--- src/rtl/core/pbp_pkg.sv ---
// Package for the bit packer: command codes, header layout, state codes and
// the command/status structs between controller and datapath. No dependencies.
package pbp_pkg;

  localparam int DEF_MAX_PAD_BITS = 504;

  localparam logic [7:0] CODE_BIT0   = 8'd0;
  localparam logic [7:0] CODE_BIT1   = 8'd1;
  localparam logic [7:0] CODE_ALIGN  = 8'd2;
  localparam logic [7:0] CODE_FIELD  = 8'd10;
  localparam logic [7:0] CODE_OCT_S  = 8'd20;
  localparam logic [7:0] CODE_OCT_L  = 8'd21;
  localparam logic [7:0] CODE_UOCT_S = 8'd30;
  localparam logic [7:0] CODE_UOCT_L = 8'd31;
  localparam logic [7:0] CODE_BSTR0  = 8'd40;
  localparam logic [7:0] CODE_BSTR1  = 8'd41;
  localparam logic [7:0] CODE_BSTR2  = 8'd42;
  localparam logic [7:0] CODE_BSTR3  = 8'd43;
  localparam logic [7:0] CODE_PSTR0  = 8'd45;
  localparam logic [7:0] CODE_PSTR1  = 8'd46;
  localparam logic [7:0] CODE_PSTR2  = 8'd47;

  localparam logic [2:0] PHASE_CMD  = 3'd0;
  localparam logic [2:0] PHASE_DATA = 3'd5;

  typedef enum logic [2:0] {
    ST_IDLE,
    ST_DECIDE,
    ST_WORK,
    ST_FINAL,
    ST_ERR
  } pbp_state_t;

  typedef struct packed {
    logic [1:0] u;
    logic [1:0] d;
    logic [1:0] l;
  } pbp_layout_t;

  typedef struct packed {
    logic load;
    logic plan;
    logic step;
    logic final_emit;
    logic err_emit;
  } pbp_cmd_t;

  typedef struct packed {
    logic drop;
    logic fault;
    logic busy;
    logic need_slot;
    logic slot_free;
    logic last;
  } pbp_stat_t;

  function automatic pbp_layout_t pbp_layout(input logic [7:0] c);
    pbp_layout_t r;
    r = '0;
    if (c == CODE_UOCT_S || c == CODE_UOCT_L) r.u = 2'd1;
    case (c)
      CODE_FIELD:               r.d = 2'd1;
      CODE_OCT_S, CODE_UOCT_S:  r.l = 2'd1;
      CODE_OCT_L, CODE_UOCT_L:  r.l = 2'd2;
      CODE_BSTR0, CODE_PSTR0: begin
        r.d = 2'd1;
        r.l = 2'd1;
      end
      CODE_BSTR1: begin
        r.d = 2'd1;
        r.l = 2'd2;
      end
      CODE_BSTR2, CODE_PSTR1: begin
        r.d = 2'd2;
        r.l = 2'd1;
      end
      CODE_BSTR3, CODE_PSTR2: begin
        r.d = 2'd2;
        r.l = 2'd2;
      end
      default: r = r;
    endcase
    return r;
  endfunction

endpackage

--- src/rtl/core/pbp_ctrl.sv ---
// Controller of the bit packer: sequences decode, bit pushes, final flush and
// error result. Depends on pbp_pkg.
module pbp_ctrl (
  input  logic              clk,
  input  logic              rst_n,
  input  logic              in_tvalid,
  output logic              in_tready,
  input  pbp_pkg::pbp_stat_t st,
  output pbp_pkg::pbp_cmd_t  cmd
);
  import pbp_pkg::*;

  pbp_state_t state_r, state_nxt;

  always_ff @(posedge clk) begin
    if (!rst_n) state_r <= ST_IDLE;
    else        state_r <= state_nxt;
  end

  always_comb begin
    state_nxt = state_r;
    case (state_r)
      ST_IDLE:   if (in_tvalid) state_nxt = ST_DECIDE;
      ST_DECIDE: begin
        if (st.drop)       state_nxt = ST_IDLE;
        else if (st.fault) state_nxt = ST_ERR;
        else               state_nxt = ST_WORK;
      end
      ST_WORK: begin
        if (!st.busy) state_nxt = st.last ? ST_FINAL : ST_IDLE;
      end
      ST_FINAL:  if (st.slot_free) state_nxt = ST_IDLE;
      ST_ERR:    if (st.slot_free) state_nxt = ST_IDLE;
      default:   state_nxt = ST_IDLE;
    endcase
  end

  always_comb begin
    cmd       = '0;
    in_tready = 1'b0;
    case (state_r)
      ST_IDLE: begin
        in_tready = 1'b1;
        cmd.load  = in_tvalid;
      end
      ST_DECIDE: cmd.plan = 1'b1;
      ST_WORK:   cmd.step = st.busy && (!st.need_slot || st.slot_free);
      ST_FINAL:  cmd.final_emit = st.slot_free;
      ST_ERR:    cmd.err_emit = st.slot_free;
      default:   cmd = '0;
    endcase
  end

endmodule

--- src/rtl/core/pbp_dp.sv ---
// Datapath of the bit packer: message state, decode of one input byte,
// bit shifter, partial and held octets, output register. Depends on pbp_pkg.
module pbp_dp #(
  parameter int MAX_PAD_BITS = pbp_pkg::DEF_MAX_PAD_BITS
) (
  input  logic              clk,
  input  logic              rst_n,
  input  logic [7:0]        in_tdata,
  input  logic              in_tlast,
  output logic              out_tvalid,
  input  logic              out_tready,
  output logic [7:0]        out_tdata,
  output logic              out_tlast,
  output logic              out_tuser,
  input  pbp_pkg::pbp_cmd_t  cmd,
  output pbp_pkg::pbp_stat_t st
);
  import pbp_pkg::*;

  localparam int PW = $clog2(MAX_PAD_BITS + 1);

  logic [7:0]  byte_r;
  logic        last_r;
  logic [5:0]  code_r;
  logic [2:0]  phase_r;
  logic [15:0] tgt_r, fbl_r, tk_r;
  logic [2:0]  tu_r;
  logic [3:0]  bf_r;
  logic [7:0]  part_r, held_r;
  logic        held_v_r, drop_r;
  logic        align_r;
  logic [3:0]  nb_r;
  logic [7:0]  val_r;
  logic [PW-1:0] pad_r;
  logic        ov_r, olast_r, oerr_r;
  logic [7:0]  odata_r;

  logic        f, al;
  logic [3:0]  nb, step;
  logic [7:0]  val;
  logic [15:0] padv;
  logic        do_fin;
  logic [5:0]  code_n;
  logic [2:0]  phase_n, ph_dec, hsum, hidx;
  logic [15:0] tgt_n, fbl_n, tk_n, fin_tgt, rem;
  logic [2:0]  tu_n;
  logic [7:0]  c8;
  pbp_layout_t lay;
  logic [16:0] padsum;
  logic        slot_free;
  logic        emit_push;
  logic [3:0]  bf_dec;
  logic [7:0]  part_set;
  logic        ov_set;

  assign c8        = {2'b00, code_r};
  assign slot_free = !ov_r || out_tready;

  always_comb begin
    f = 1'b0; al = 1'b0; nb = '0; step = '0; val = byte_r; padv = '0; do_fin = 1'b0;
    code_n = code_r; phase_n = phase_r; tgt_n = tgt_r; fbl_n = fbl_r; tk_n = tk_r;
    tu_n = tu_r; fin_tgt = tgt_r; rem = '0; padsum = '0;
    lay = pbp_layout(c8);
    hsum = {1'b0, lay.u} + {1'b0, lay.d} + {1'b0, lay.l};
    hidx = hsum - phase_r;
    ph_dec = phase_r - 3'd1;
    if (phase_r == PHASE_CMD) begin
      if (byte_r inside {CODE_BIT0, CODE_BIT1}) begin
        nb  = 4'd1;
        val = {byte_r[0], 7'b0};
      end else if (byte_r == CODE_ALIGN) begin
        al = 1'b1;
      end else if (byte_r inside {CODE_FIELD, CODE_OCT_S, CODE_OCT_L, CODE_UOCT_S,
                                  CODE_UOCT_L, CODE_BSTR0, CODE_BSTR1, CODE_BSTR2,
                                  CODE_BSTR3, CODE_PSTR0, CODE_PSTR1, CODE_PSTR2}) begin
        lay = pbp_layout(byte_r);
        code_n = byte_r[5:0];
        tgt_n = '0; fbl_n = '0; tk_n = '0; tu_n = '0;
        phase_n = {1'b0, lay.u} + {1'b0, lay.d} + {1'b0, lay.l};
      end else begin
        f = 1'b1;
      end
    end else if (phase_r == PHASE_DATA) begin
      if (c8 == CODE_FIELD) begin
        nb  = (tgt_r > 16'd8) ? 4'd8 : tgt_r[3:0];
        val = byte_r << (4'd8 - nb);
      end else if (c8 inside {CODE_OCT_S, CODE_OCT_L}) begin
        nb = 4'd8;
      end else if (c8 inside {CODE_UOCT_S, CODE_UOCT_L}) begin
        nb = (fbl_r == 16'd1) ? (4'd8 - {1'b0, tu_r}) : 4'd8;
      end else if (c8 inside {CODE_BSTR0, CODE_BSTR1, CODE_BSTR2, CODE_BSTR3}) begin
        if (tk_r < tgt_r) begin
          if (byte_r > 8'd1) f = 1'b1;
          nb   = 4'd1;
          val  = {byte_r[0], 7'b0};
          tk_n = tk_r + 16'd1;
          step = 4'd1;
        end
      end else begin
        if (tk_r < tgt_r) begin
          rem  = tgt_r - tk_r;
          nb   = (rem > 16'd8) ? 4'd8 : rem[3:0];
          tk_n = tk_r + {12'd0, nb};
          step = nb;
        end
      end
      fbl_n = fbl_r - 16'd1;
      if (fbl_n == '0) begin
        phase_n = PHASE_CMD;
        if (c8 >= CODE_BSTR0) do_fin = 1'b1;
      end
    end else begin
      if ({1'b0, hidx} < {2'b0, lay.u}) tu_n = byte_r[2:0];
      else if ({1'b0, hidx} < {2'b0, lay.u} + {2'b0, lay.d}) tgt_n = {tgt_r[7:0], byte_r};
      else fbl_n = {fbl_r[7:0], byte_r};
      phase_n = ph_dec;
      fin_tgt = tgt_n;
      if (ph_dec == PHASE_CMD) begin
        if (c8 == CODE_FIELD) begin
          fbl_n   = 16'd1;
          phase_n = PHASE_DATA;
        end else if (c8 >= CODE_BSTR0) begin
          tk_n = '0;
          if (fbl_n == '0) do_fin = 1'b1;
          else phase_n = PHASE_DATA;
        end else begin
          if (c8 inside {CODE_OCT_S, CODE_OCT_L}) al = 1'b1;
          phase_n = (fbl_n != '0) ? PHASE_DATA : PHASE_CMD;
        end
      end
    end
    if (do_fin) begin
      padv = (fin_tgt > tk_n) ? (fin_tgt - tk_n) : '0;
      padsum = {1'b0, padv} + {13'd0, step};
      if (padv != '0 && padsum > 17'(MAX_PAD_BITS)) f = 1'b1;
      phase_n = PHASE_CMD;
    end
    if (!f && last_r && phase_n != PHASE_CMD) f = 1'b1;
  end

  assign emit_push = held_v_r;
  assign bf_dec    = bf_r - 4'd1;
  assign part_set  = part_r | ({7'd0, val_r[7]} << bf_dec);
  assign ov_set    = cmd.final_emit || cmd.err_emit ||
                     (cmd.step && !align_r && bf_dec != '0 && emit_push);

  assign st.drop      = drop_r;
  assign st.fault     = f;
  assign st.busy      = align_r || (nb_r != '0) || (pad_r != '0);
  assign st.need_slot = !align_r && emit_push;
  assign st.slot_free = slot_free;
  assign st.last      = last_r;

  always_ff @(posedge clk) begin
    if (!rst_n) begin
      code_r <= '0; phase_r <= PHASE_CMD; tgt_r <= '0; fbl_r <= '0; tk_r <= '0;
      tu_r <= '0; bf_r <= 4'd8; part_r <= '0; held_r <= '0; held_v_r <= 1'b0;
      drop_r <= 1'b0; align_r <= 1'b0; nb_r <= '0; pad_r <= '0; val_r <= '0;
      ov_r <= 1'b0; olast_r <= 1'b0; oerr_r <= 1'b0; odata_r <= '0;
      byte_r <= '0; last_r <= 1'b0;
    end else begin
      if (ov_set) ov_r <= 1'b1;
      else if (out_tready) ov_r <= 1'b0;
      if (cmd.load) begin
        byte_r <= in_tdata;
        last_r <= in_tlast;
      end
      if (cmd.plan) begin
        if (drop_r) begin
          if (last_r) drop_r <= 1'b0;
        end else if (f) begin
          drop_r <= !last_r;
          code_r <= '0; phase_r <= PHASE_CMD; tgt_r <= '0; fbl_r <= '0; tk_r <= '0;
          tu_r <= '0; bf_r <= 4'd8; part_r <= '0; held_r <= '0; held_v_r <= 1'b0;
        end else begin
          code_r <= code_n; phase_r <= phase_n; tgt_r <= tgt_n; fbl_r <= fbl_n;
          tk_r <= tk_n; tu_r <= tu_n;
          align_r <= al; nb_r <= nb; val_r <= val;
          pad_r <= padv[PW-1:0];
        end
      end
      if (cmd.step) begin
        if (align_r) begin
          align_r <= 1'b0;
          if (bf_r != 4'd8) begin
            held_r <= part_r; held_v_r <= 1'b1; part_r <= '0; bf_r <= 4'd8;
          end
        end else begin
          if (nb_r != '0) begin
            nb_r  <= nb_r - 4'd1;
            val_r <= {val_r[6:0], 1'b0};
          end else begin
            pad_r <= pad_r - PW'(1);
          end
          if (bf_dec == '0) begin
            held_r <= (nb_r != '0) ? part_set : part_r;
            held_v_r <= 1'b1; part_r <= '0; bf_r <= 4'd8;
          end else begin
            if (nb_r != '0) part_r <= part_set;
            bf_r <= bf_dec;
            if (emit_push) begin
              held_v_r <= 1'b0;
              odata_r <= held_r; olast_r <= 1'b0; oerr_r <= 1'b0;
            end
          end
        end
      end
      if (cmd.final_emit) begin
        olast_r <= 1'b1; oerr_r <= 1'b0;
        odata_r <= (bf_r != 4'd8) ? part_r : (held_v_r ? held_r : 8'd0);
        code_r <= '0; phase_r <= PHASE_CMD; tgt_r <= '0; fbl_r <= '0; tk_r <= '0;
        tu_r <= '0; bf_r <= 4'd8; part_r <= '0; held_r <= '0; held_v_r <= 1'b0;
      end
      if (cmd.err_emit) begin
        olast_r <= 1'b1; oerr_r <= 1'b1; odata_r <= '0;
      end
    end
  end

  assign out_tvalid = ov_r;
  assign out_tdata  = odata_r;
  assign out_tlast  = olast_r;
  assign out_tuser  = oerr_r;

  a_held_empty: assert property (@(posedge clk) disable iff (!rst_n)
    held_v_r |-> bf_r == 4'd8) else $error("held octet with partial bits");
  a_bf_range: assert property (@(posedge clk) disable iff (!rst_n)
    bf_r >= 4'd1 && bf_r <= 4'd8) else $error("free bit count out of range");
  a_err_form: assert property (@(posedge clk) disable iff (!rst_n)
    ov_r && oerr_r |-> odata_r == 8'd0 && olast_r) else $error("malformed error result");

endmodule

--- src/rtl/core/per_bit_packer.sv ---
// Top level of the bit packer: joins controller and datapath.
// Depends on pbp_pkg, pbp_ctrl and pbp_dp.
//
//   channel | direction | tdata          | tlast    | tuser
//   in_     | slave     | in_byte [7:0]  | in_last  | -
//   out_    | master    | out_byte [7:0] | out_last | error
//
// Each input byte is accepted in ST_IDLE, decoded in ST_DECIDE and worked off in ST_WORK,
// where the bit-serial shifter in the datapath pushes its bits and any padding bits and
// does an align; the final flush and an error result wait in ST_FINAL and ST_ERR for a free
// output slot. A dropped byte goes from decode back to accept. New bytes are taken only in ST_IDLE.
// Reset is synchronous and active low and clears all message state.
// A push that must hand out a held octet waits while the output register is full.
module per_bit_packer #(
  parameter int MAX_PAD_BITS = pbp_pkg::DEF_MAX_PAD_BITS
) (
  input  logic       clk,
  input  logic       rst_n,
  input  logic       in_tvalid,
  output logic       in_tready,
  input  logic [7:0] in_tdata,   // in_byte
  input  logic       in_tlast,
  output logic       out_tvalid,
  input  logic       out_tready,
  output logic [7:0] out_tdata,  // out_byte
  output logic       out_tlast,
  output logic       out_tuser   // error
);
  import pbp_pkg::*;

  pbp_cmd_t  cmd;
  pbp_stat_t st;

  pbp_ctrl u_ctrl (
    .clk       (clk),
    .rst_n     (rst_n),
    .in_tvalid (in_tvalid),
    .in_tready (in_tready),
    .st        (st),
    .cmd       (cmd)
  );

  pbp_dp #(.MAX_PAD_BITS(MAX_PAD_BITS)) u_dp (
    .clk        (clk),
    .rst_n      (rst_n),
    .in_tdata   (in_tdata),
    .in_tlast   (in_tlast),
    .out_tvalid (out_tvalid),
    .out_tready (out_tready),
    .out_tdata  (out_tdata),
    .out_tlast  (out_tlast),
    .out_tuser  (out_tuser),
    .cmd        (cmd),
    .st         (st)
  );

endmodule

--- config.mk ---
export PLATFORM = sky130hd
export DESIGN_NAME = per_bit_packer
export DESIGN_NICKNAME = d
export VERILOG_FILES = /design/src/rtl/core/pbp_pkg.sv /design/src/rtl/core/pbp_ctrl.sv /design/src/rtl/core/pbp_dp.sv /design/src/rtl/core/per_bit_packer.sv
export SDC_FILE = /design/constraint.sdc
export NUM_CORES = 1
export LEC_CHECK = 0
export ABC_AREA = 1
export BUFFER_PORTS_ARGS = -buffer_cell sky130_fd_sc_hd__clkbuf_2
export CAP_MARGIN = 15
export CORE_UTILIZATION = 50
export DETAILED_ROUTE_END_ITERATION = 10
export MAX_ROUTING_LAYER = met4
export PLACE_DENSITY = 0.66
export REMOVE_ABC_BUFFERS = 1
export SLEW_MARGIN = 10
export SYNTH_ARGS = -nofsm -noshare
export SYNTH_HDL_FRONTEND = slang
export SYNTH_SLANG_ARGS = --single-unit
--- constraint.sdc ---
create_clock -name clk -period 10.4 [get_ports clk]
set_input_delay 1.04 -clock clk [delete_from_list [all_inputs] [get_ports clk]]
set_output_delay 1.04 -clock clk [all_outputs]
set_load 0.01 [all_outputs]
==> results.json, run 1 <==
{
  "hold_violations": 0,
  "core_sq_um": 22900,
  "hp-class": "flop to flop",
  "cts_buffer_depth": 2,
  "num_rows": 55,
  "crit_path_start_kind": "flop",
  "antenna_found_initial": 0,
  "routedWlPerCell_um": 16.3,
  "async_flop_share_pct": 0,
  "ctsHoldBuffers": 0,
  "layout_common_cells": "439 x nand2_1, 266 x inv_1, 228 x nor2_1",
  "fp.dieW_um": 156,
  "drtPass1Iterations": 7,
  "nFillCells": 2423,
  "tightest_slew_ns": 1.04,
  "relSlewSlack_pct": 30.1,
  "grt_pass1_wl_mm": 60.8,
  "wl_mm": 37.4,
  "initial_core_util_pct": 51.5,
  "fin_tns_setup_ns": 0,
  "ys_seq_area_share_pct": 21.5,
  "htreeDepth": 4,
  "critPathMaxStageDelay_ns": 0.43,
  "dpl_cell_area_sq_um": 12100,
  "ys_types": 58,
  "rsz0062_at_grt": "false",
  "yosysWarnings": 0,
  "fin_nets": 2045,
  "power.density_nw_per_um2": 143,
  "synth_edf_count": 0,
  "num_io_pins": 25,
  "clkTransAtPathRegs_ns": 0.07,
  "gp_congestion": 0.982,
  "drt_iter0_drc": 1038,
  "overflow": 0,
  "setup_viol": 0,
  "worst_ep_required_time_ns": 10.75,
  "io_buffers": 24,
  "total_power_mw": 1.82,
  "avgSynthCellArea_sq_um": 5.98,
  "whs_ns": 0.462,
  "crit_path_end_kind": "flop",
  "cts_sinks": 127,
  "cts_root_buf": "clkbuf_16",
  "cts_buffers": 17,
  "cp.arrival_ns": 9.91,
  "postRouteAntennaNets": 0,
  "grt.total_usage_pct": 32.4,
  "netlist_area_sq_um": 11800,
  "slowest_stage": "ha_1",
  "dp_hpwl_mm": 28.1,
  "ir_worst_vdd_mv": 0.118,
  "timing.final.crit_share_pct": 91.9,
  "ys_ff_latch": 127,
  "max_freq_mhz": 105,
  "grt_pass1_vias": 12000,
  "via_count": 13000,
  "power.leakage_nw": 5.58,
  "clock_latency_ns": 0.43,
  "drive_above_1_share_pct": 6.17,
  "dieHeight_um": 156,
  "area_growth_pct": 7.75,
  "syn_inst": 1974,
  "final_area_sq_um": 12700,
  "place_worst_setup_slack_ns": 0.541,
  "worstSetupPathType": "flop to flop",
  "tritoncts": "yes",
  "ys.flop_type": "dfxtp_1",
  "max_cap_viol_count": 0,
  "grt_max_degree": 53,
  "final_common_cell": "nand2_1",
  "cp_max_fo": 32,
  "path_common_cell": "nand2_1",
  "period_needed_ns": 9.56,
  "die_area_sq_um": 24200,
  "slew_violations": 0,
  "finalWorstSetupSlack_ns": 0.840,
  "via_per_inst": 5.68,
  "fin_skew_ns": 0.0189,
  "drc": 0,
  "outcome": "finished, final reports clean"
}
==> sequential cells by signal, indices dropped and copies added, names as in the netlist <==
signal           flops
u_dp.part_r          8
u_dp.last_r          1
u_dp.code_r          6
u_dp.byte_r          8
u_dp.pad_r           9
u_dp.out_tvalid      1
u_dp.nb_r            4
u_dp.fbl_r          16
u_dp.tk_r           16
u_dp.bf_r            4
u_dp.out_tlast       1
u_dp.emit_push       1
u_dp.held_r          8
u_dp.align_r         1
u_dp.out_tdata       8
u_dp.tu_r            3
u_dp.out_tuser       1
u_dp.tgt_r          16
u_dp.drop_r          1
u_ctrl.state_r       3
u_dp.val_r           8
u_dp.phase_r         3
==> cell type report <==
| class | count | area (sq um) | share of cell area (%) |
|---|---|---|---|
| diodes | 1 | 2.50 | 0.0197 |
| clock buffers | 17 | 425 | 3.34 |
| clock inverters | 15 | 161 | 1.27 |
| inverters | 283 | 1070 | 8.43 |
| multi-input cells | 1497 | 7900 | 62.1 |
| flip-flops and latches | 127 | 2540 | 20.0 |
| well taps | 313 | 392 | 3.08 |
| repair buffers | 37 | 218 | 1.71 |
| repair inverters | 1 | 7.51 | 0.0590 |
==> cell families (layout without fill, tap and decap cells) <==
kind of cell	Yosys count	count (layout)	synth area share [%]
and+or+nand+nor	944	944	34.8
adders and majority gates	68	68	7.78
xor gates and xnor gates	39	39	2.89
AOI/OAI and AO/OA	446	446	21.3
DFF	127	127	21.5
other	0	1	0
buffers and inverters	350	353	11.7
==> power breakdown <==
| group | internal, mW | switching, mW |
|---|---|---|
| Combinational | 0.183 | 0.435 |
| Sequential | 0.530 | 0.0598 |
| Clock | 0.322 | 0.286 |
| Total | 1.04 | 0.781 |
==> cells in the mapped netlist, types with 3 or more instances <==
master	number	share of area, %
dfxtp_1	127	22
inv_2	10	0.32
o21bai_1	7	0.45
nor3_1	47	2.0
o21ai_1	5	0.21
buf_4	4	0.25
clkbuf_1	45	1.4
a211oi_1	3	0.19
nand2_1	439	14
inv_1	267	8.5
or2_2	7	0.37
nand2_2	8	0.42
a21oi_1	191	8.1
xor2_1	26	1.9
nor4_1	16	0.85
nor2_4	3	0.29
nor2_2	5	0.26
a221oi_1	4	0.30
o21ai_0	132	5.6
o2111ai_1	5	0.37
nand3b_1	5	0.32
buf_6	5	0.48
ha_1	59	6.3
a22oi_1	10	0.64
and2_1	3	0.16
a21o_1	4	0.25
o31ai_1	4	0.25
buf_2	11	0.47
nand3_1	120	5.1
o211ai_1	25	1.6
nor2_1	229	7.3
a32oi_1	3	0.22
nand3_2	3	0.25
nand4_1	46	2.4
xnor2_1	13	0.96
clkinv_1	5	0.16
a31oi_1	25	1.3
fa_1	9	1.5
o22ai_1	16	0.85
o21a_1	3	0.19
==> stage by stage <==
stage                     utilization, %  instances
after floorplan                        -       1907
after global placement              52.8       2256
after detailed placement            52.8       2256
after CTS                           55.3       2288
after global routing                55.5       2290
final                               55.5       2291
==> path summary, 6_finish.rpt <==
path	startpoint	endpoint	slack [ns]	cells past startpoint
worst max register to register	u_dp.code_r[3]$_SDFFE_PP0P_	u_dp.tgt_r[3]$_SDFFE_PP0P_	0.84	52
worst max-delay path	u_dp.code_r[3]$_SDFFE_PP0P_	u_dp.tgt_r[3]$_SDFFE_PP0P_	0.84	52
worst min-delay path	u_dp.val_r[1]$_SDFF_PN0_	u_dp.val_r[1]$_SDFF_PN0_	0.46	2
worst min register to register	u_dp.val_r[1]$_SDFF_PN0_	u_dp.val_r[1]$_SDFF_PN0_	0.46	2
==> worst max-delay path: cells and delay by family, from the launching register on <==
family                   cells  cell delay (ns)
AND/OR/NAND/NOR             26             3.57
adder cells (fa/ha/maj)      6             2.07
buffers and inverters       10             1.75
AO/OA/AOI/OAI                8             1.33
XOR/XNOR                     2             0.38
flip-flops                   1             0.34
==> per-layer routing <==
metal  share of wire [%]  wire length, um  global-route usage [%]
met5                   0                0                       -
met4                 3.2             1200                    13.2
met3                 6.0             2230                    4.08
met2                  47            17500                    52.5
met1                  44            16500                    40.8
==> timing repair <==
action / 4_1_cts / 5_1_grt
buffers inserted: 0 / 1
setup endpoints to repair: 0 / 35
gates resized for setup: 0 / 7
Power figures use the tool's default switching activity.
==> inputs of run 2 (changes only) <==
CELL_PAD_IN_SITES_DETAIL_PLACEMENT = 0   (was not set)
CELL_PAD_IN_SITES_GLOBAL_PLACEMENT = 2   (was not set)
CORE_UTILIZATION = 35   (was 50)
PLACE_DENSITY = not set   (was 0.66)
PLACE_DENSITY_LB_ADDON = 0.1   (was not set)
==> results.json, run 2 (synthesis results as in run 1) <==
{
  "outcome": "finished, final reports clean",
  "area_growth_pct": 9.98,
  "reg2regPathDepth": 48,
  "die_area_sq_um": 34500,
  "worst_ep_required_time_ns": 10.73,
  "period_needed_ns": 9.43,
  "critPathCapture": "u_dp.fbl_r[6]$_SDFFE_PP0P_",
  "cts_root_buf": "clkbuf_16",
  "fp.dieW_um": 186,
  "r2r-start": "u_dp.code_r[3]$_SDFFE_PP0P_",
  "drc": 0,
  "fin_nets": 2052,
  "layout_common_cells": "439 x nand2_1, 265 x inv_1, 228 x nor2_1",
  "overflow": 0,
  "num_rows": 66,
  "slew_violations": 0,
  "cts_buffer_depth": 2,
  "hold_violations": 0,
  "final_core_util_pct": 39.5,
  "power.leakage_nw": 5.63,
  "grt_max_degree": 53,
  "grt.total_usage_pct": 26.4,
  "ctsHoldBuffers": 0,
  "initial_core_util_pct": 35.9,
  "relSlewSlack_pct": 26.8,
  "final_area_sq_um": 13000,
  "drtPass1Iterations": 5,
  "worstSetupPathType": "flop to flop",
  "largestRegisters": "u_dp.fbl_r x16, u_dp.tgt_r x16, u_dp.tk_r x16",
  "cts_buffers": 17,
  "setup_viol": 0,
  "fin_skew_ns": 0.0126,
  "clkTransAtPathRegs_ns": 0.07,
  "max_freq_mhz": 106,
  "ir_worst_vdd_mv": 0.123,
  "critPathLaunch": "u_dp.code_r[3]$_SDFFE_PP0P_",
  "final_common_cell": "nand2_1",
  "cp.arrival_ns": 9.76,
  "rsz0062_at_grt": "false",
  "slowest_stage": "fa_1",
  "grt_pass1_wl_mm": 68.2,
  "timing.final.crit_share_pct": 90.7,
  "hp-class": "flop to flop",
  "num_io_pins": 25,
  "htreeDepth": 4,
  "postRouteAntennaNets": 0,
  "routedWlPerCell_um": 17.8,
  "power.density_nw_per_um2": 147,
  "critPathMaxStageDelay_ns": 0.51,
  "r2r_setup_slack_ns": 0.97,
  "drt_iter0_drc": 1013,
  "tritoncts": "yes",
  "via_count": 13100,
  "crit_path_end_kind": "flop",
  "tightest_slew_ns": 1.09,
  "cts_sinks": 127,
  "grt_pass1_vias": 12300,
  "via_per_inst": 5.40,
  "drive_above_1_share_pct": 6.36,
  "wl_mm": 43.2,
  "max_cap_viol_count": 0,
  "antenna_found_initial": 0,
  "gp_congestion": 0.929,
  "io_buffers": 24,
  "r2r_end": "u_dp.fbl_r[6]$_SDFFE_PP0P_",
  "core_sq_um": 32900,
  "diodes": 0,
  "cp_max_fo": 32,
  "dieHeight_um": 186,
  "whs_ns": 0.463,
  "crit_path_start_kind": "flop",
  "clock_latency_ns": 0.45,
  "fin_tns_setup_ns": 0,
  "dpl_cell_area_sq_um": 12300,
  "dp_hpwl_mm": 32.4
}
run 2: routing by layer:
| layer | track usage, % | part of all wire, % | wire, um |
|---|---|---|---|
| met4 | 7.84 | 2.2 | 954 |
| met1 | 33.4 | 47 | 20100 |
| met5 | - | 0 | 0 |
| met3 | 3.44 | 4.6 | 1970 |
| met2 | 43.7 | 47 | 20200 |
run 2: final cells by class:
type                            count  area, sq um
Clock buffer                       19          443
Multi-Input combinational cell   1497         7900
Clock inverter                     11          180
Timing Repair inverter              1         7.51
Tap cell                          442          553
Inverter                          283         1070
Sequential cell                   127         2540
Fill cell                        3727        19900
Timing Repair Buffer               44          290
run 2: report_power, final:
part           switching, mW  total [mW]  internal (mW)
clock network          0.262       0.671          0.409
logic                  0.452       0.636          0.184
registers             0.0670       0.598          0.531
total                  0.781        1.90           1.12
run 2: repair_timing:
action,in CTS,in global routing
gates resized for setup,0,6
buffers inserted,0,3
endpoints found under the setup margin,0,90
run 2: worst min-delay path by stage:
stage,from,endpoint,slack [ns],cells after the start
after global routing,u_dp.out_tlast$_SDFFE_PN0P_,u_dp.out_tlast$_SDFFE_PN0P_,0.48,2
after detailed placement,u_dp.val_r[1]$_SDFF_PN0_,u_dp.val_r[1]$_SDFF_PN0_,0.46,2
after floorplan,u_dp.val_r[1]$_SDFF_PN0_,u_dp.val_r[1]$_SDFF_PN0_,0.44,2
final,u_dp.val_r[4]$_SDFF_PN0_,u_dp.val_r[4]$_SDFF_PN0_,0.46,2
after CTS,u_dp.val_r[6]$_SDFF_PN0_,u_dp.val_r[6]$_SDFF_PN0_,0.47,2
after global placement,u_dp.out_tuser$_SDFFE_PN0P_,u_dp.out_tuser$_SDFFE_PN0P_,0.45,2
run 2: per-stage QoR:
step	worst slack, ns	cells	total power [mW]
global route	0.106	2424	2.02
global placement	0.679	2389	1.24
CTS	0.560	2419	1.91
floorplan	1.93	1907	1.04
finish	0.969	2424	1.90
detailed placement	0.606	2389	1.23
run 2: worst max-delay path, delay by kind of cell, from the launching register on:
family / cells / cell delay [ns]
compound gates: 7 / 1.64
fa+ha+maj: 7 / 2.48
buf+inv: 10 / 1.45
flops: 1 / 0.39
simple gates: 24 / 3.32
